### src/dcrke_pkg.sv
// Package: constants, types and phase codes for the DER RSA key extractor.
`timescale 1ns / 1ps
package dcrke_pkg;
   localparam int MAX_MODULUS_BYTES = 512;
   localparam int CERT_LENGTH_BITS = 16;
   localparam int POS_W = CERT_LENGTH_BITS;

   typedef enum logic [3:0] {
      PH_OUTER = 4'd0, PH_TBS = 4'd1, PH_FIELD = 4'd2, PH_FIELD_SKIP = 4'd3,
      PH_SPKI = 4'd4, PH_ALG = 4'd5, PH_ALG_SKIP = 4'd6, PH_BITS = 4'd7,
      PH_UNUSED = 4'd8, PH_RSASEQ = 4'd9, PH_MOD = 4'd10, PH_MODVAL = 4'd11,
      PH_EXP = 4'd12, PH_EXPVAL = 4'd13
   } phase_type;

   typedef enum logic [1:0] {
      K_MOD = 2'd0, K_OK = 2'd1, K_ERR = 2'd2, K_NONE = 2'd3
   } kind_type;

   localparam logic [7:0] TAG_SEQ = 8'h30;
   localparam logic [7:0] TAG_BITS = 8'h03;
   localparam logic [7:0] TAG_INT = 8'h02;
   localparam logic [7:0] TAG_CTX0 = 8'hA0;

   typedef struct packed {
      logic [7:0] data_byte;
      logic first_byte;
      logic [15:0] cert_length;
   } item_type;

   typedef struct packed {
      kind_type kind;
      logic [7:0] modulus_byte;
      logic [9:0] modulus_length;
      logic [31:0] exponent;
      logic last_result;
   } result_type;
endpackage

### src/dcrke_parser.sv
// Parser: per-byte DER header walk and result formation, one byte per cycle while item_valid is high.
`timescale 1ns / 1ps
module dcrke_parser (
   input  logic clock,
   input  logic reset,
   input  logic item_valid,
   input  dcrke_pkg::item_type item,
   output logic res_valid,
   output dcrke_pkg::result_type res
);
   dcrke_pkg::phase_type phase_ff, phase_in;
   logic [dcrke_pkg::POS_W-1:0] pos_ff, pos_in;
   logic [1:0] hstep_ff, hstep_in;
   logic [7:0] tag_ff, tag_in;
   logic [31:0] len_ff, len_in;
   logic [2:0] lbl_ff, lbl_in;
   logic [dcrke_pkg::POS_W-1:0] vbl_ff, vbl_in;
   logic [2:0] skip_ff, skip_in;
   logic [dcrke_pkg::POS_W-1:0] end0_ff, end0_in, end1_ff, end1_in, end2_ff, end2_in;
   logic [dcrke_pkg::POS_W-1:0] end3_ff, end3_in, end4_ff, end4_in;
   logic [31:0] exp_ff, exp_in;
   logic [10:0] mcnt_ff, mcnt_in;
   logic fin_ff, fin_in;

   always_ff @(posedge clock) begin
      if (reset) begin
         phase_ff <= dcrke_pkg::PH_OUTER;
         fin_ff <= 1'b1;
         pos_ff <= '0; hstep_ff <= '0; tag_ff <= '0; len_ff <= '0; lbl_ff <= '0;
         vbl_ff <= '0; skip_ff <= '0; end0_ff <= '0; end1_ff <= '0; end2_ff <= '0;
         end3_ff <= '0; end4_ff <= '0; exp_ff <= '0; mcnt_ff <= '0;
      end else if (item_valid) begin
         phase_ff <= phase_in; fin_ff <= fin_in; pos_ff <= pos_in;
         hstep_ff <= hstep_in; tag_ff <= tag_in; len_ff <= len_in; lbl_ff <= lbl_in;
         vbl_ff <= vbl_in; skip_ff <= skip_in; end0_ff <= end0_in; end1_ff <= end1_in;
         end2_ff <= end2_in; end3_ff <= end3_in; end4_ff <= end4_in;
         exp_ff <= exp_in; mcnt_ff <= mcnt_in;
      end
   end

   always_comb begin
      dcrke_pkg::phase_type ph;
      logic [1:0] hs;
      logic [7:0] tg;
      logic [31:0] ln;
      logic [2:0] lb;
      logic [dcrke_pkg::POS_W-1:0] vb, e0, e1, e2, e3, e4, pos, lim;
      logic [2:0] sk;
      logic [31:0] ex;
      logic [10:0] mc;
      logic [7:0] b;
      dcrke_pkg::kind_type kind;
      logic hdone, strip, run;
      logic [32:0] vend;
      logic [31:0] eff;
      logic [dcrke_pkg::POS_W:0] pos1;

      b = item.data_byte;
      ph = phase_ff; hs = hstep_ff; tg = tag_ff; ln = len_ff; lb = lbl_ff; vb = vbl_ff;
      sk = skip_ff; e0 = end0_ff; e1 = end1_ff; e2 = end2_ff; e3 = end3_ff;
      e4 = end4_ff; ex = exp_ff; mc = mcnt_ff; pos = pos_ff; fin_in = fin_ff;
      run = 1'b1;
      if (item.first_byte) begin
         ph = dcrke_pkg::PH_OUTER; hs = '0; tg = '0; ln = '0; lb = '0; vb = '0;
         sk = '0; e1 = '0; e2 = '0; e3 = '0; e4 = '0; ex = '0; mc = '0; pos = '0;
         e0 = item.cert_length[dcrke_pkg::POS_W-1:0];
         fin_in = 1'b0;
      end else if (fin_ff) begin
         run = 1'b0;
      end
      kind = dcrke_pkg::K_NONE;
      hdone = 1'b0;
      strip = 1'b0;
      eff = '0;
      case (ph)
         dcrke_pkg::PH_OUTER, dcrke_pkg::PH_TBS: lim = e0;
         dcrke_pkg::PH_FIELD, dcrke_pkg::PH_SPKI: lim = e1;
         dcrke_pkg::PH_ALG, dcrke_pkg::PH_BITS: lim = e2;
         dcrke_pkg::PH_RSASEQ: lim = e3;
         default: lim = e4;
      endcase
      if (pos >= e0) begin
         kind = dcrke_pkg::K_ERR;
      end else begin
         case (ph)
            dcrke_pkg::PH_FIELD_SKIP, dcrke_pkg::PH_ALG_SKIP, dcrke_pkg::PH_UNUSED: begin
               if (vb != '0) vb = vb - 1'b1;
               if (vb == '0) begin
                  if (ph == dcrke_pkg::PH_FIELD_SKIP)
                     ph = (sk == '0) ? dcrke_pkg::PH_SPKI : dcrke_pkg::PH_FIELD;
                  else if (ph == dcrke_pkg::PH_ALG_SKIP) ph = dcrke_pkg::PH_BITS;
                  else ph = dcrke_pkg::PH_RSASEQ;
               end
            end
            dcrke_pkg::PH_MODVAL: begin
               kind = dcrke_pkg::K_MOD;
               if (hs != '0) begin
                  hs = '0;
                  eff = ln;
                  strip = (eff > 32'd1) && (b == 8'd0);
                  if (strip) eff = eff - 32'd1;
                  if (eff > 32'(dcrke_pkg::MAX_MODULUS_BYTES)) kind = dcrke_pkg::K_ERR;
                  else mc = eff[10:0];
               end
               if (kind != dcrke_pkg::K_ERR) begin
                  if (vb != '0) vb = vb - 1'b1;
                  if (vb == '0) ph = dcrke_pkg::PH_EXP;
                  if (strip) kind = dcrke_pkg::K_NONE;
               end
            end
            dcrke_pkg::PH_EXPVAL: begin
               if (hs != '0) begin
                  hs = '0;
                  eff = ln;
                  strip = (eff > 32'd1) && (b == 8'd0);
                  if (strip) eff = eff - 32'd1;
                  if (eff > 32'd4) kind = dcrke_pkg::K_ERR;
               end
               if (kind != dcrke_pkg::K_ERR) begin
                  if (!strip) ex = {ex[23:0], b};
                  if (vb != '0) vb = vb - 1'b1;
                  if (vb == '0) kind = dcrke_pkg::K_OK;
               end
            end
            default: begin
               if (pos >= lim) begin
                  kind = dcrke_pkg::K_ERR;
               end else if (hs == 2'd1) begin
                  if (!b[7]) begin
                     ln = {24'd0, b};
                     hdone = 1'b1;
                  end else if (b[6:0] == 7'd0 || b[6:0] > 7'd4) begin
                     kind = dcrke_pkg::K_ERR;
                  end else begin
                     lb = b[2:0]; ln = '0; hs = 2'd2;
                  end
               end else if (hs == 2'd2) begin
                  ln = {ln[23:0], b};
                  if (lb != '0) lb = lb - 1'b1;
                  if (lb == '0) hdone = 1'b1;
               end else begin
                  tg = b; hs = 2'd1;
               end
            end
         endcase
      end
      // header complete: bounds and tag checks, descend
      vend = {{(33-dcrke_pkg::POS_W){1'b0}}, pos} + 33'd1 + {1'b0, ln};
      if (hdone) begin
         if (vend > {{(33-dcrke_pkg::POS_W){1'b0}}, lim}) begin
            kind = dcrke_pkg::K_ERR;
         end else begin
            hs = '0;
            case (ph)
               dcrke_pkg::PH_OUTER: begin
                  if (tg != dcrke_pkg::TAG_SEQ) kind = dcrke_pkg::K_ERR;
                  else ph = dcrke_pkg::PH_TBS;
               end
               dcrke_pkg::PH_TBS: begin
                  if (tg != dcrke_pkg::TAG_SEQ) kind = dcrke_pkg::K_ERR;
                  else begin
                     e1 = vend[dcrke_pkg::POS_W-1:0]; sk = 3'd6; ph = dcrke_pkg::PH_FIELD;
                  end
               end
               dcrke_pkg::PH_FIELD: begin
                  if (sk == 3'd6) sk = (tg == dcrke_pkg::TAG_CTX0) ? 3'd5 : 3'd4;
                  else if (sk != '0) sk = sk - 1'b1;
                  if (ln == '0) ph = (sk == '0) ? dcrke_pkg::PH_SPKI : dcrke_pkg::PH_FIELD;
                  else begin
                     vb = ln[dcrke_pkg::POS_W-1:0]; ph = dcrke_pkg::PH_FIELD_SKIP;
                  end
               end
               dcrke_pkg::PH_SPKI: begin
                  if (tg != dcrke_pkg::TAG_SEQ) kind = dcrke_pkg::K_ERR;
                  else begin
                     e2 = vend[dcrke_pkg::POS_W-1:0]; ph = dcrke_pkg::PH_ALG;
                  end
               end
               dcrke_pkg::PH_ALG: begin
                  if (ln == '0) ph = dcrke_pkg::PH_BITS;
                  else begin
                     vb = ln[dcrke_pkg::POS_W-1:0]; ph = dcrke_pkg::PH_ALG_SKIP;
                  end
               end
               dcrke_pkg::PH_BITS: begin
                  if (tg != dcrke_pkg::TAG_BITS || ln == '0) kind = dcrke_pkg::K_ERR;
                  else begin
                     e3 = vend[dcrke_pkg::POS_W-1:0];
                     vb = {{(dcrke_pkg::POS_W-1){1'b0}}, 1'b1};
                     ph = dcrke_pkg::PH_UNUSED;
                  end
               end
               dcrke_pkg::PH_RSASEQ: begin
                  if (tg != dcrke_pkg::TAG_SEQ) kind = dcrke_pkg::K_ERR;
                  else begin
                     e4 = vend[dcrke_pkg::POS_W-1:0]; ph = dcrke_pkg::PH_MOD;
                  end
               end
               dcrke_pkg::PH_MOD: begin
                  if (tg != dcrke_pkg::TAG_INT) kind = dcrke_pkg::K_ERR;
                  else if (ln == '0) begin
                     mc = '0; ph = dcrke_pkg::PH_EXP;
                  end else begin
                     vb = ln[dcrke_pkg::POS_W-1:0]; hs = 2'd1; ph = dcrke_pkg::PH_MODVAL;
                  end
               end
               default: begin
                  if (tg != dcrke_pkg::TAG_INT || ln == '0 || ln > 32'd5)
                     kind = dcrke_pkg::K_ERR;
                  else begin
                     vb = ln[dcrke_pkg::POS_W-1:0]; ex = '0; hs = 2'd1;
                     ph = dcrke_pkg::PH_EXPVAL;
                  end
               end
            endcase
         end
      end
      pos1 = {1'b0, pos} + 1'b1;
      if (kind != dcrke_pkg::K_OK && kind != dcrke_pkg::K_ERR
          && pos1 >= {1'b0, e0}) kind = dcrke_pkg::K_ERR;

      phase_in = ph; hstep_in = hs; tag_in = tg; len_in = ln; lbl_in = lb; vbl_in = vb;
      skip_in = sk; end0_in = e0; end1_in = e1; end2_in = e2; end3_in = e3;
      end4_in = e4; exp_in = ex; mcnt_in = mc; pos_in = pos1[dcrke_pkg::POS_W-1:0];
      if (run && (kind == dcrke_pkg::K_OK || kind == dcrke_pkg::K_ERR)) fin_in = 1'b1;
      if (!run) begin
         phase_in = phase_ff; hstep_in = hstep_ff; tag_in = tag_ff; len_in = len_ff;
         lbl_in = lbl_ff; vbl_in = vbl_ff; skip_in = skip_ff; end0_in = end0_ff;
         end1_in = end1_ff; end2_in = end2_ff; end3_in = end3_ff; end4_in = end4_ff;
         exp_in = exp_ff; mcnt_in = mcnt_ff; pos_in = pos_ff;
      end

      res_valid = run && (kind != dcrke_pkg::K_NONE);
      res.kind = kind;
      res.modulus_byte = (kind == dcrke_pkg::K_MOD) ? b : 8'd0;
      res.modulus_length = (kind == dcrke_pkg::K_MOD || kind == dcrke_pkg::K_OK)
                           ? mc[9:0] : 10'd0;
      res.exponent = (kind == dcrke_pkg::K_OK) ? ex : 32'd0;
      res.last_result = (kind == dcrke_pkg::K_OK || kind == dcrke_pkg::K_ERR);
   end
endmodule

### src/dcrke_out_buf.sv
// Output skid buffer: two-entry result queue with registered ready.
`timescale 1ns / 1ps
module dcrke_out_buf (
   input  logic clock,
   input  logic reset,
   input  logic in_valid,
   input  dcrke_pkg::result_type in_data,
   output logic in_ready,
   output logic out_valid,
   output dcrke_pkg::result_type out_data,
   input  logic out_ready
);
   dcrke_pkg::result_type main_ff, skid_ff;
   logic main_v_ff, skid_v_ff;

   assign in_ready = !skid_v_ff;
   assign out_valid = main_v_ff;
   assign out_data = main_ff;

   always_ff @(posedge clock) begin
      if (reset) begin
         main_v_ff <= 1'b0;
         skid_v_ff <= 1'b0;
      end else begin
         if (!main_v_ff || out_ready) begin
            if (skid_v_ff) begin
               main_ff <= skid_ff;
               main_v_ff <= 1'b1;
               skid_v_ff <= 1'b0;
            end else begin
               main_v_ff <= in_valid && in_ready;
               if (in_valid) main_ff <= in_data;
            end
         end else if (in_valid && in_ready) begin
            skid_ff <= in_data;
            skid_v_ff <= 1'b1;
         end
      end
   end
endmodule

### src/der_certificate_rsa_key_extractor.sv
// Top level: DER certificate stream in, RSA modulus bytes and exponent out.
`timescale 1ns / 1ps
// Takes one certificate byte per req beat (first_byte restarts the parse and
// samples cert_length) and walks the X.509 structure down to the RSA public
// key. Each modulus byte comes out as a kind-0 rsp beat, most significant
// first, with any sign pad byte stripped; the walk ends with one kind-1 beat
// carrying the exponent or one kind-2 error beat, both with tlast set. After
// that, bytes without first_byte are swallowed. Throughput is one byte per
// clock while req_tready is high: the header walk is a single registered
// stage, and a result is registered in the output buffer before it shows up
// on rsp. A two-entry output buffer keeps req_tready high while one result
// waits on rsp_tready; it drops only while both entries are full.
module der_certificate_rsa_key_extractor (
   input  logic clock,
   input  logic reset,
   input  logic req_tvalid,
   output logic req_tready,
   input  logic [23:0] req_tdata,  // [7:0] data_byte, [23:8] cert_length
   input  logic req_tuser,         // first_byte
   output logic rsp_tvalid,
   input  logic rsp_tready,
   output logic [55:0] rsp_tdata,  // [7:0] modulus_byte, [17:8] modulus_length,
                                   // [49:18] exponent, [55:50] zero
   output logic [1:0] rsp_tuser,   // result_kind
   output logic rsp_tlast          // last_result
);
   dcrke_pkg::item_type item;
   dcrke_pkg::result_type res, out_res;
   logic res_valid, buf_ready;

   assign req_tready = buf_ready;
   assign item.data_byte = req_tdata[7:0];
   assign item.cert_length = req_tdata[23:8];
   assign item.first_byte = req_tuser;

   dcrke_parser u_parser (
      .clock(clock), .reset(reset),
      .item_valid(req_tvalid && buf_ready), .item(item),
      .res_valid(res_valid), .res(res)
   );

   // a result only exists for a beat actually on the bus
   dcrke_out_buf u_out_buf (
      .clock(clock), .reset(reset),
      .in_valid(res_valid && req_tvalid), .in_data(res), .in_ready(buf_ready),
      .out_valid(rsp_tvalid), .out_data(out_res), .out_ready(rsp_tready)
   );

   assign rsp_tdata = {6'd0, out_res.exponent, out_res.modulus_length, out_res.modulus_byte};
   assign rsp_tuser = out_res.kind;
   assign rsp_tlast = out_res.last_result;
endmodule
### config.mk
export PLATFORM = sky130hd
export DESIGN_NAME = der_certificate_rsa_key_extractor
export DESIGN_NICKNAME = d
export VERILOG_FILES = /design/src/dcrke_pkg.sv /design/src/dcrke_parser.sv /design/src/dcrke_out_buf.sv /design/src/der_certificate_rsa_key_extractor.sv
export SDC_FILE = /design/constraint.sdc
export NUM_CORES = 1
export LEC_CHECK = 0
export ABC_AREA = 0
export BUFFER_PORTS_ARGS = -buffer_cell sky130_fd_sc_hd__buf_2
export CAP_MARGIN = 5
export CORE_MARGIN = 1
export CORE_UTILIZATION = 40
export DETAILED_ROUTE_END_ITERATION = 8
export PLACE_DENSITY = 0.55
export RECOVER_POWER = 100
export SKIP_CTS_REPAIR_TIMING = 1
export SYNTH_ARGS = -nofsm -noshare
export SYNTH_HDL_FRONTEND = slang
export SYNTH_SLANG_ARGS = --single-unit
### constraint.sdc
create_clock -name clock -period 24.9 [get_ports clock]
set_clock_uncertainty 0.2 [all_clocks]
set_input_delay 3.735 -clock clock [delete_from_list [all_inputs] [get_ports clock]]
set_output_delay 3.735 -clock clock [all_outputs]
set_load 0.005 [all_outputs]
-- After elaboration in Yosys (flattened, before gate mapping)
Cells that the tools add are included.
- bits in registers: 316
- word-level logic and storage cells: 322
- bits of input ports: 29
- output and inout port bits: 61
- $lt $le $gt $ge: 9
- reduce and logical (&&, ||, !) cells: 50
- bitwise logic cells: 2
- equality and inequality tests: 32
- multiplexer cells: 194
- add/sub/neg operators: 7
- operator list (cell ; number):
    2-to-1 mux 32 bit ; 24
    2-to-1 mux 16 bit ; 41
    case mux 16 bit (4 select lines) ; 2
    2-to-1 mux 11 bit ; 10
    2-to-1 mux 53 bit ; 2
    2-to-1 mux 3 bit ; 26
    2-to-1 mux 4 bit ; 17
    2-to-1 mux 2 bit ; 33
    > comparator 32 x 3 -> 1 bit (second input constant) ; 2
    2-to-1 mux 8 bit ; 7
    logical NOT 16 bit ; 3
    case mux 16 bit (3 select lines) ; 1
    adder 16 x 1 -> 17 bit (second input constant) ; 2
    adder 33 x 32 -> 33 bit ; 1
    > comparator 33 x 16 -> 1 bit ; 1
    greater-or-equal comparator 16 bit ; 2
    > comparator 32 x 1 -> 1 bit (second input constant) ; 1
    > comparator 32 x 10 -> 1 bit (second input constant) ; 1
    logical NOT 32 bit ; 1
    case mux 4 bit (8 select lines) ; 1
    subtractor 32 x 1 -> 32 bit (second input constant) ; 1
    == test 4 x 3 -> 1 bit (second input constant) ; 7
    == test 4 bit (second input constant) ; 6
    2-to-1 mux 1 bit ; 23
    other kinds (40) ; 79

-- Logic depth before layout (Yosys ltp)
Gate-level depths: netlist of run 1.
- word-level depth: 35
- gate-level depth with buffers: 63
- gate-level depth less buffers: 49

-- By module
Synthesis of run 1 repeated with hierarchy kept, for this count alone.
- cells, all modules: 2265
- area, all modules: 19849.0 sq um
- by module, submodules not included (module ; times used ; cells each ; area an instance (sq um)):
    dcrke_parser ; 1 ; 2081 ; 15717.6
    dcrke_out_buf ; 1 ; 175 ; 4070.2
    der_certificate_rsa_key_extractor ; 1 ; 9 ; 61.3

-- Least setup slack after synthesis of run 1
No wires, ideal clock.
- path type: input -> register
- start point: input req_tuser
- end point: register u_out_buf.skid_ff[0] in the netlist's numbering (enable)
- buffers on the path: 16
- arrival: 20.386 ns
- slack: 3.700 ns
- required time: 24.086 ns
- stages on the path: 60
- path through: buf_4 -> buf_4 -> buf_2 -> buf_2 -> buf_2 -> buf_2 -> buf_2 -> buf_1 -> clkbuf_1 -> buf_1 -> clkbuf_1 -> mux2i_1 -> o21ai_0 -> a221oi_1 -> ha_1 -> nand4_1 -> or2_2 -> a2111o_1 -> (+24 left out) -> nand2_1 -> nor4_1 -> o22a_1 -> nand3_1 -> nor3_1 -> nand4_1 -> nor4b_4 -> nand3_1 -> o21a_1 -> nor2_1 -> ha_1 -> o21ai_0 -> nor2_1 -> nand2b_1 -> clkbuf_1 -> ha_1 -> and3b_1 -> nor4b_1
- RTL lines (item ; line ; text):
    from (decl) ; der_certificate_rsa_key_extractor.sv:19 ; input logic req_tuser,
    to (signal assigned) ; dcrke_out_buf.sv:35 ; skid_ff <= in_data;
    to (decl) ; dcrke_out_buf.sv:13 ; dcrke_pkg::result_type main_ff, skid_ff;

-- Worst setup path in the final report of run 1
- start point: input req_tuser
- end point: register u_out_buf.main_ff (netlist bit u_out_buf.out_data[28]) (enable)
- longest elaborated chain between the ends: 30
- RTL lines (item ; line ; text):
    2-to-1 mux 32 bit ; dcrke_parser.sv:63 ; if (item.first_byte) begin
    > comparator 32 x 1 -> 1 bit ; dcrke_parser.sv:100, dcrke_parser.sv:115 ;
    logical AND 1 bit ; dcrke_parser.sv:100, dcrke_parser.sv:115 ;
    2-to-1 mux 32 bit ; dcrke_parser.sv:101, dcrke_parser.sv:116 ;
    2-to-1 mux 32 bit ; dcrke_parser.sv:97, dcrke_parser.sv:112 ;
    2-to-1 mux 32 bit ; dcrke_parser.sv:85 ; case (ph)
    2-to-1 mux 32 bit ; dcrke_parser.sv:82 ; if (pos >= e0) begin
    > comparator 32 x 10 -> 1 bit ; dcrke_parser.sv:102 ; if (eff > 32'(dcrke_pkg::MAX_MODULUS_BYTES)) kind = dcrke_pkg::K_ERR;
    (+14 left out) ; - ;
    logical AND 1 bit ; dcrke_parser.sv:219 ; if (kind != dcrke_pkg::K_OK && kind != dcrke_pkg::K_ERR
    logical AND 1 bit ; dcrke_parser.sv:220 ; && pos1 >= {1'b0, e0}) kind = dcrke_pkg::K_ERR;
    2-to-1 mux 2 bit ; dcrke_parser.sv:219 ;
    inequality test 2 bit ; dcrke_parser.sv:233 ; res_valid = run && (kind != dcrke_pkg::K_NONE);
    logical AND 1 bit * ; dcrke_parser.sv:233 ;
    logical AND 1 bit * ; der_certificate_rsa_key_extractor.sv:45 ; .in_valid(res_valid && req_tvalid), .in_data(res), .in_ready(buf_ready),
    nonzero test 2 bit (no line) * ; - ;
    AND reduction 3 bit (no line) * ; - ;
    to (signal assigned) ; dcrke_out_buf.sv:27 ; main_ff <= skid_ff;
    to (signal assigned) ; dcrke_out_buf.sv:32 ; if (in_valid) main_ff <= in_data;
    to (decl) ; dcrke_out_buf.sv:13 ;
Mark *: on every way between the ends. The rest lies on a longest branch, timed or not. The select of a mux whose other input is x is not followed.
A chain may end at the register's enable or synchronous reset.

==> run_results.csv, run 1 <==
group,metric,value,unit
outcome,status,"finished, violations left",
outcome,violations,"max-capacitance violations, max-slew violations",
logic_synthesis,synth-main-ff-cell,"dfxtp_1",
drt,avgRoutedWirePerCell,23.5,um
logic_synthesis,async_reset_ff_share,0,%
sta,whs,252,ps
die,coreArea,0.0506,mm^2
power_and_ir_drop,switchingPower,411,uW
global_route,first_global_vias,18900,
critical_path,max_stage_delay,2170,ps
critical_path,cp-endpoint,"u_out_buf.out_data[28]",
sta,finalCriticalPeriod,20680,ps
sta,worst_slew_pin_slew,4310,ps
power_and_ir_drop,vdd_drop_max,47.4,uV
global_route,overflow,0,
drt,vias_per_cell,6.19,
clocking,clk_pin_slew,60,ps
global_route,grt_usage,28.1,%
placement,io_buffers,83,
power_and_ir_drop,cellLeakagePower,8.19,nW
sta,rsz0062_at_grt,"no",
critical_path,arrival,20670,ps
critical_path,crit_type,"in -> reg",
drt,vias,19900,
critical_path,rr_startpoint,"u_parser.phase_ff[2]",
sta,fin_crit_sh,83.0,%
clocking,cts_buffers,37,
finish,drive_gt1_share,8.57,%
die,start_util,40.9,%
sta,relSlewSlack,-187,%
die,core.rowCount,82,
critical_path,cp-startpoint,"req_tuser",
critical_path,r2r_end,"u_out_buf.out_data[28]",
sta,slew_violations,365,
finish,fin_util,44.8,%
critical_path,r2r_cells,47,
critical_path,regToRegSetupSlack,10660,ps
logic_synthesis,synth_cell_types,99,
logic_synthesis,syn_area,0.0207,mm^2
logic_synthesis,netlist_instances,2538,
clocking,cts.sinks,315,
die,fp.dieH,229,um
critical_path,path_max_fanout,53,
clocking,root_buffer,"clkbuf_16",
power_and_ir_drop,pwr-share-comb,17.7,%
critical_path,startpoint_type,"primary input",
logic_synthesis,synth_edf_count,106,
power_and_ir_drop,power_density,60.4,mW/mm^2
sta,setup_viol,0,
min_path,min_path_type,"reg -> reg",
finish,areaGrowthSynthToFinish,9.70,%
power_and_ir_drop,intPower,959,uW
finish,n_antenna_cell,0,
drt,drc,0,
finish,final_cell_mix,"nor2_1, nand2_1, dfxtp_1, inv_1, a21oi_1",
sta,fmaxAchievable,48.4,MHz
power_and_ir_drop,clkPwrFrac,41.2,%
clocking,clk_latency,570,ps
clocking,cts_tree,"done",
power_and_ir_drop,power,1.37,mW
power_and_ir_drop,sequentialPowerShare,41.1,%
die,die-area,0.0526,mm^2
placement,dpl.hpwl,55.1,mm
global_route,grt_pass1_wl,115,mm
critical_path,cp-end-kind,"flop",
flow_run,cap_viol_max_count,9,
clocking,clockBufferDepth,3,
logic_synthesis,avgSynthCellArea,8.14,um^2
clocking,htree_levels,2,
finish,nNetsFinal,2639,
drt,drtIter0Drc,1982,
die,dieWidth,229,um
logic_synthesis,synth_seq_cells,315,
sta,hold_violations,0,
placement,place_congestion,0.986,
drt,ant_nets,0,
die,io_pins,90,
logic_synthesis,yosysSeqAreaShare,35.6,%
finish,final_common_cell,"nor2_1",
drt,drtPass1Iterations,6,
critical_path,cp_slowest_cell,"clkbuf_1",
logic_synthesis,yosys_warnings,0,
power_and_ir_drop,switching_share,30.0,%
sta,timing.setup.tns,0,ps
drt,routed_wl,75.5,mm
global_route,grt_max_degree,95,
global_route,antenna_found_initial,1,
critical_path,critPathRequiredTime,24890,ps
## per-layer routing
metal  track usage (%)  share of wire [%]  wire, um
met5                 0                  0         0
met1              36.1                 42     32100
met3              3.83                5.9      4450
met2              46.4                 47     35600
met4              13.1                4.5      3410
## worst max-delay path: cells and delay by family
family                   cells  cell delay (ps)
buffers and inverters        6             5380
AO/OA/AOI/OAI               15             3610
XOR/XNOR                     1              150
AND/OR/NAND/NOR             21             5480
adder cells (fa/ha/maj)      6             2180
## cell type report
type | instances | area (um^2)
inverter | 138 | 518
tap | 672 | 841
clock inverter | 13 | 176
clock buffer | 54 | 1080
sequential | 315 | 7370
fill | 5079 | 27900
multi-input combinational | 1907 | 12100
timing repair buffer | 118 | 631
## Yosys cell counts, drive strengths merged (30+ instances only)
master / count / area, um^2
nor2: 301 / 1130
nand2: 248 / 931
dfxtp: 209 / 4180
clkbuf: 139 / 522
inv: 138 / 518
a21oi: 129 / 661
edfxtp: 106 / 3180
o21ai: 100 / 500
ha: 92 / 1150
nor3: 82 / 410
o22ai: 72 / 450
nand3: 64 / 325
o31ai: 62 / 465
a211oi: 57 / 433
buf: 44 / 239
nor2b: 44 / 275
nor4: 35 / 259
a31oi: 34 / 234
and2: 30 / 188
## stage by stage
step	worst slack [ps]	std cells	instance area (um^2)
2_1_floorplan	3700	2543	20700
3_3_place_gp	7080	3150	21500
3_5_place_dp	6700	3150	21500
4_1_cts	7270	3217	22800
5_1_grt	3040	3217	22700
6_report	4220	3217	22700
## registers in the layout, summed over array words and instances (netlist names), 2 cells and up
| register | cells |
|---|---|
| u_parser.end1_ff | 16 |
| u_parser.len_ff | 32 |
| u_parser.phase_ff | 4 |
| u_parser.tag_ff | 8 |
| u_parser.vbl_ff | 16 |
| u_parser.hstep_ff | 2 |
| u_parser.mcnt_ff | 10 |
| u_parser.pos_ff | 16 |
| u_parser.end4_ff | 16 |
| u_parser.lbl_ff | 3 |
| u_parser.skip_ff | 3 |
| u_out_buf.skid_ff | 53 |
| u_parser.end0_ff | 16 |
| u_parser.exp_ff | 32 |
| u_out_buf.out_data | 53 |
| u_parser.end3_ff | 16 |
| u_parser.end2_ff | 16 |
## power by group through the flow
stage	Sequential [mW]	Clock (mW)	Combinational, mW
2_1_floorplan	0.560	0	0.170
3_3_place_gp	0.572	0	0.236
3_5_place_dp	0.573	0	0.236
4_1_cts	0.562	0.578	0.238
5_1_grt	0.564	0.596	0.262
6_report	0.563	0.565	0.242
## worst min-delay path by stage
stage,start,to,slack (ps),cells after the start
2_1_floorplan,u_parser.end1_ff[2],u_parser.end1_ff[2],220,2
3_3_place_gp,u_parser.mcnt_ff[2],u_parser.mcnt_ff[2],230,2
3_5_place_dp,u_parser.end4_ff[0],u_parser.end4_ff[0],240,2
4_1_cts,u_parser.end4_ff[0],u_parser.end4_ff[0],250,2
5_1_grt,u_parser.end4_ff[0],u_parser.end4_ff[0],270,2
6_report,u_parser.end4_ff[0],u_parser.end4_ff[0],250,2
## cells by family (layout without fill, tap and decap cells)
group	count (synthesis)	in the layout	synth area share, %
AND/OR/NAND/NOR	984	984	23.3
AO/OA/AOI/OAI	728	728	24.7
buffers and inverters	321	323	6.19
flip-flops	315	315	35.6
adder cells (fa/ha/maj)	98	98	5.91
XOR/XNOR	48	48	2.03
multiplexers	43	43	2.18
other	1	6	0.0181
Power figures use the tool's default switching activity.
==> run 2, diff against run 1 <==
- clock period: 24.9 -> 19.4 ns (I/O delays scaled with it)
==> run_results.csv, run 2 (same netlist as run 1, synthesis figures left out) <==
group,metric,value,unit
outcome,violations,"max-capacitance violations, max-slew violations",
die,dieWidth,229,um
global_route,grtUsageMet3,4.39,%
min_path,min_path_type,"reg -> reg",
sta,worst_slew_pin_slew,3670,ps
drt,vias,20100,
finish,seq_area,0.00737,mm^2
min_path,holdCritStartpoint,"u_parser.end1_ff[1]",
sta,relSlewSlack,-145,%
clocking,root_buffer,"clkbuf_16",
clocking,clk_latency,560,ps
global_route,grt_max_degree,90,
outcome,status,"finished, violations left",
min_path,hold_path_end,"u_parser.end1_ff[1]",
sta,slew_violations,269,
finish,nFillCells,5035,
global_route,first_global_vias,19100,
drt,drc,0,
finish,multi_input_area,0.0121,mm^2
global_route,grt_pass1_wl,117,mm
critical_path,startpoint_type,"primary input",
clocking,htree_levels,2,
clocking,clockBufferDepth,3,
critical_path,rr_startpoint,"u_parser.phase_ff[3]",
finish,nNetsFinal,2640,
finish,final_cell_mix,"nor2_1, nand2_1, dfxtp_1, inv_1, a21oi_1",
clocking,cts.sinks,315,
global_route,use_met1,37.5,%
global_route,antenna_found_initial,0,
finish,drive_gt1_share,8.52,%
critical_path,cp-end-kind,"flop",
global_route,overflow,0,
flow_run,cap_viol_max_count,7,
drt,ant_nets,0,
die,coreArea,0.0506,mm^2
die,io_pins,90,
placement,place_ws,2340,ps
sta,rsz0062_at_grt,"no",
critical_path,cp_slowest_cell,"clkbuf_1",
power_and_ir_drop,clkPwrFrac,42.3,%
sta,setup_slack,1940,ps
drt,drtPass1Iterations,6,
sta,finalCriticalPeriod,17460,ps
sta,hold_violations,0,
critical_path,max_stage_delay,1130,ps
placement,dpl.hpwl,54.9,mm
power_and_ir_drop,vdd_drop_max,63.9,uV
global_route,met2_usage,45.5,%
finish,areaGrowthSynthToFinish,9.94,%
power_and_ir_drop,intPower,1.26,mW
critical_path,r2r_cells,48,
critical_path,arrival,17410,ps
finish,n_antenna_cell,0,
finish,final_common_cell,"nor2_1",
sta,fin_crit_sh,90.0,%
power_and_ir_drop,switchingPower,533,uW
drt,routed_wl,76.0,mm
power_and_ir_drop,power,1.79,mW
sta,fmaxAchievable,57.3,MHz
global_route,grt_usage,28.3,%
clocking,cts_buffers,38,
critical_path,regToRegSetupSlack,4370,ps
sta,whs,254,ps
clocking,clk_pin_slew,60,ps
global_route,grt.busiest_layer,"met2",
drt,vias_per_cell,6.24,
finish,finalInstanceArea,0.0227,mm^2
sta,timing.setup.tns,0,ps
die,core.rowCount,82,
drt,avgRoutedWirePerCell,23.6,um
power_and_ir_drop,cellLeakagePower,8.21,nW
placement,io_buffers,83,
die,die-area,0.0526,mm^2
critical_path,critPathRequiredTime,19350,ps
sta,setup_viol,0,
drt,drtIter0Drc,2034,
critical_path,crit_type,"in -> reg",
placement,place_congestion,0.977,
min_path,holdPathStages,2,
critical_path,path_max_fanout,48,
power_and_ir_drop,switching_share,29.7,%
power_and_ir_drop,pwr-share-comb,17.5,%
clocking,cts_tree,"done",
power_and_ir_drop,sequentialPowerShare,40.2,%
critical_path,r2r_end,"u_out_buf.skid_ff[52]",
power_and_ir_drop,power_density,79.0,mW/mm^2
die,start_util,40.9,%
placement,placed_cell_area,0.0215,mm^2
die,fp.dieH,229,um
==> run 2: changes by cell type in the layout (fill, tap and decap cells not counted), moves of 2 or more <==
cell | before | now
clkbuf_8 | 7 | 5
bufinv_16 | 3 | 6
clkinv_2 | 3 | 5
clkinvlp_4 | 3 | 1
buf_2 | 60 | 56
==> run 2: layout make-up <==
class | instances | share of cell area [%]
timing repair buffer | 118 | 2.77
multi-input combinational | 1907 | 53.1
clock inverter | 17 | 1.14
inverter | 138 | 2.28
tap | 672 | 3.70
sequential | 315 | 32.4
clock buffer | 51 | 4.62
==> run 2: power by group through the flow <==
stage | clock network (mW) | registers, mW | logic, mW
after floorplan | 0 | 0.719 | 0.218
after global placement | 0 | 0.733 | 0.306
after detailed placement | 0 | 0.734 | 0.307
after CTS | 0.772 | 0.720 | 0.309
after global routing | 0.795 | 0.722 | 0.341
final | 0.759 | 0.721 | 0.315
==> run 2: worst max-delay path: cells and delay by family <==
kind,cells,cell delay (ps)
AND/OR/NAND/NOR,21,5470
multiplexers,1,520
buffers and inverters,4,2930
adder cells (fa/ha/maj),6,2140
AO/OA/AOI/OAI,14,3230
XOR/XNOR,1,160
==> run 2: worst max-delay path by stage <==
stage	startpoint	to	slack, ps
3_3_place_gp	req_tuser	u_out_buf.out_data[28]	2960
4_1_cts	req_tuser	u_out_buf.out_data[26]	2900
5_1_grt	req_tuser	u_out_buf.skid_ff[41]	960
6_report	req_tuser	u_out_buf.skid_ff[52]	1940
3_5_place_dp	req_tuser	u_out_buf.out_data[32]	2340
2_1_floorplan	req_tuser	u_out_buf.skid_ff[0]	1680
==> run 2: stage by stage <==
stage / std cells / utilization (%)
floorplan: 2543 / -
global placement: 3150 / 42.5
detailed placement: 3150 / 42.5
CTS: 3218 / 45.1
global route: 3218 / 44.9
finish: 3218 / 44.9
==> run 2: metal layers <==
metal / part of all wire, % / vias to the layer above
li1: - / 9323
met1: 43 / 9685
met4: 4.5 / 0
met5: 0 / -
met3: 6.7 / 191
met2: 46 / 866
